==> config.mk <==
export PLATFORM = sky130hd
export DESIGN_NAME = hmb_ram
export DESIGN_NICKNAME = d
export VERILOG_FILES = /design/src/hmb_ram.sv
export SDC_FILE = /design/constraint.sdc
export NUM_CORES = 2
export LEC_CHECK = 0
export CAP_MARGIN = 20
export CORE_UTILIZATION = 30
export CTS_CLUSTER_DIAMETER = 100
export DETAILED_ROUTE_END_ITERATION = 10
export DONT_BUFFER_PORTS = 1
export GPL_ROUTABILITY_DRIVEN = 1
export HOLD_SLACK_MARGIN = 0.03
export MAX_ROUTING_LAYER = met4
export PLACE_DENSITY_LB_ADDON = 0.3
export SLEW_MARGIN = 20
export SYNTH_ARGS = -nofsm -noshare
export SYNTH_HDL_FRONTEND = slang
export SYNTH_SLANG_ARGS = --single-unit
==> constraint.sdc <==
create_clock -name clk_i -period 6.74 [get_ports clk_i]
set_input_delay 1.348 -clock clk_i [delete_from_list [all_inputs] [get_ports clk_i]]
set_output_delay 1.348 -clock clk_i [all_outputs]
set_load 0.005 [all_outputs]
==> src/hmb_ram.sv <==
`default_nettype none
// ----------------------------------------------------------------------------
// hmb_ram
// Generic simple dual-port RAM: one write port, one read port with the
// read data registered.
// ----------------------------------------------------------------------------
module hmb_ram #(
  parameter int unsigned Width = 8,
  parameter int unsigned Depth = 256,
  localparam int unsigned AddrW = $clog2(Depth)
) (
  input  wire logic             clk_i,
  input  wire logic             we_i,
  input  wire logic [AddrW-1:0] waddr_i,
  input  wire logic [Width-1:0] wdata_i,
  input  wire logic [AddrW-1:0] raddr_i,
  output logic      [Width-1:0] rdata_o
);

  logic [Width-1:0] mem_q [Depth];

  // Write port.
  always_ff @(posedge clk_i) begin
    if (we_i) begin
      mem_q[waddr_i] <= wdata_i;
    end
  end

  // Registered read port.
  always_ff @(posedge clk_i) begin
    rdata_o <= mem_q[raddr_i];
  end

endmodule
`default_nettype wire

==> results_dict.tcl <==
set metrics [dict create \
    dieArea_um2 267300 \
    start_kind "primary input" \
    ys_warn_count 0 \
    clock-sinks 2056 \
    final.setup.worst_slack_ps 1693 \
    worstSetupPathType "in -> reg" \
    clk_latency_ps 840 \
    cts_root_buf "clkbuf_16" \
    die_y_um 517.0 \
    fin_crit_ps 5047 \
    finalClockSkew_ps 26.57 \
    synth_edf_count 2048 \
    slew_viol_final 73 \
    rows 188 \
    worstHoldPathType "in -> reg" \
    fmax_mhz 198.1 \
    ys_seq_elements 2056 \
    fin_area_um2 89480 \
    start_util_pct 30.25 \
    peakVddDrop_mv 0.2366 \
    async_flop_share_pct 0 \
    drt_iter0_markers 4237 \
    arrival_ps 5740 \
    wirelength_um 208200 \
    ant_nets 0 \
    rsz0062_at_grt "no" \
    vias 37874 \
    sw_frac_of_total_pct 20.83 \
    grt_antenna_before_repair 7 \
    drive_gt1_share_pct 20.75 \
    cts_tree "yes" \
    synth.avg_cell_area_um2 21.31 \
    cts-htree-levels 4 \
    grt-ovfl-total 0 \
    syn2layout_area_growth_pct 12.48 \
    cts_inserted_buffers 204 \
    dp_cells 7049 \
    first_pass_iters 6 \
    p_sw_mw 5.407 \
    synth_common_cells "edfxtp_1, mux4_2, nor2_1" \
    power_frac_clock_pct 42.1 \
    comb_power_share_pct 3.5 \
    timing.final.crit_share_pct 74.89 \
    setup_viol 0 \
    core_area_um2 263000 \
    place.gp.congestion 0.7965 \
    end_kind "register" \
    clk_pin_slew_ps 60 \
    yosysSeqAreaShare_pct 77.50 \
    place_area_um2 82940 \
    fillers 24635 \
    final_util_pct 34.03 \
    hpwlAfterDp_um 113500 \
    final_cells 7439 \
    leakage_nw 26.59 \
    synth-main-ff-cell "edfxtp_1" \
    wl_per_cell_um 27.99 \
    syn-instance-count 3733 \
    synth_area_leaders "edfxtp_1, mux4_2, mux2i_1" \
    fp.dieW_um 517.0 \
    synth_top_area_share_pct 77.30 \
    p_seq_share_pct 54.4 \
    tns_ps 0 \
    vias_per_cell 5.091 \
    crit_fanout 113 \
    cts.path.max_buffers 3 \
    port_buffers 0 \
    slew_headroom_pct -5.375 \
    grt_pass1_wl_um 296500 \
    cts_setup_buffers 0 \
    syn_nets 3759 \
    powerDensity_nw_per_um2 290.1 \
    dp_slack_ps 1830 \
    synthDistinctLibCells 55 \
    tightest_slew_ps 1581 \
    post_cts_resized 0 \
    hold_buffers 0 \
    yosys.area.top_type "edfxtp_1" \
    drc 0 \
    status "finished, violations left" \
    grt_pass1_vias 38472 \
    syn_area_um2 79560 \
    hold_viol 0 \
    grt_max_degree 579 \
    cp.required_ps 7430 \
    ios 34 \
    maxCapViolations 0 \
    grt_use_total_pct 15.98 \
    final_nets 3774 \
    p_int_mw 20.55 \
    violations "slew limit" \
    synth_most_common_cell "edfxtp_1" \
]
## state kept, by name, indices dropped and copies added, names as in the netlist
name and count:
rdata_o 8, mem_q 2048
## power by group through the flow
stage | clock [mW] | combinational [mW] | sequential [mW]
global route | 11.6 | 0.949 | 14.1
CTS | 11.1 | 0.792 | 14.1
finish | 10.9 | 0.909 | 14.1
global placement | 0 | 0.787 | 14.4
floorplan | 0 | 0.685 | 14.4
detailed placement | 0 | 0.787 | 14.4
## cell families after synthesis
logic type             Yosys count  share of synthesized area [%]
multiplexers                   591                          14.62
buffers and inverters          235                          1.831
flip-flops                    2056                          77.50
AND/OR/NAND/NOR                466                          2.628
AO/OA/AOI/OAI                  385                          3.419
## worst max-delay path, cell delays in order
cell       delay [ps]
buf_16            490
buf_16            570
buf_16            680
mux4_2            640
mux4_2            550
nor2_1            150
a2111oi_0         110
nor3_1            640
nor4_2            120
## metrics by stage
stage | hold WS, ps | power, mW
after floorplan | 769.9 | 15.06
after global placement | 986.4 | 15.19
after detailed placement | 1025 | 15.19
after CTS | 591.6 | 26.04
after global routing | 626.2 | 26.68
final | 694.2 | 25.96
## placed cells by master (no fill, tap or decap), types with 10 or more instances in the layout
cell,Yosys,layout
buf_4,27,34
a221oi_1,13,13
nor4_1,24,10
clkinv_1,1,58
o221ai_1,46,46
nand2_1,33,33
nand3_1,34,28
o21ai_0,10,10
o211ai_1,10,10
clkinv_2,0,27
edfxtp_1,2048,2048
bufinv_16,0,11
nor4_2,3,17
a21oi_1,96,96
mux2i_1,134,134
nor3_1,22,22
nand4_1,10,10
clkbuf_1,111,51
nor2b_1,31,28
clkbuf_16,0,206
a22oi_1,133,133
a211oi_1,16,15
o22ai_1,28,28
mux4_2,454,454
nor2_1,282,273
## final cells by class
cell class / instances / area (µm²) / share of cell area, %
sequential: 2056 / 61660 / 68.91
clock inverter: 118 / 955.9 / 1.068
tap: 3515 / 4398 / 4.915
multi-input combinational: 1442 / 16630 / 18.58
timing repair buffer: 42 / 446.7 / 0.4992
antenna: 5 / 12.51 / 0.01398
clock buffer: 259 / 5374 / 6.005
inverter: 2 / 7.507 / 0.008389
## worst paths after layout
check,slack (ps),endpoint,startpoint,cells past startpoint
worst max-delay path,1690,rdata_o[0],raddr_i[0],9
worst min-delay path,690,mem_q[83][3],wdata_i[3],0
worst max register to register,3940,rdata_o[7],mem_q[77][7],6
worst min register to register,1040,rdata_o[6],mem_q[14][6],6
## routing by layer
| metal | vias up | global-route usage, % | share of wire, % | wire [µm] |
|---|---|---|---|---|
| met3 | 256 | 3.423 | 7.2 | 15020 |
| met4 | 0 | 3.296 | 1.7 | 3542 |
| met2 | 1342 | 24.52 | 48 | 98990 |
| met1 | 20520 | 21.86 | 44 | 90690 |
| met5 | - | - | 0 | 0 |
| li1 | 15756 | - | - | - |
(Power assumes the default switching activity.)
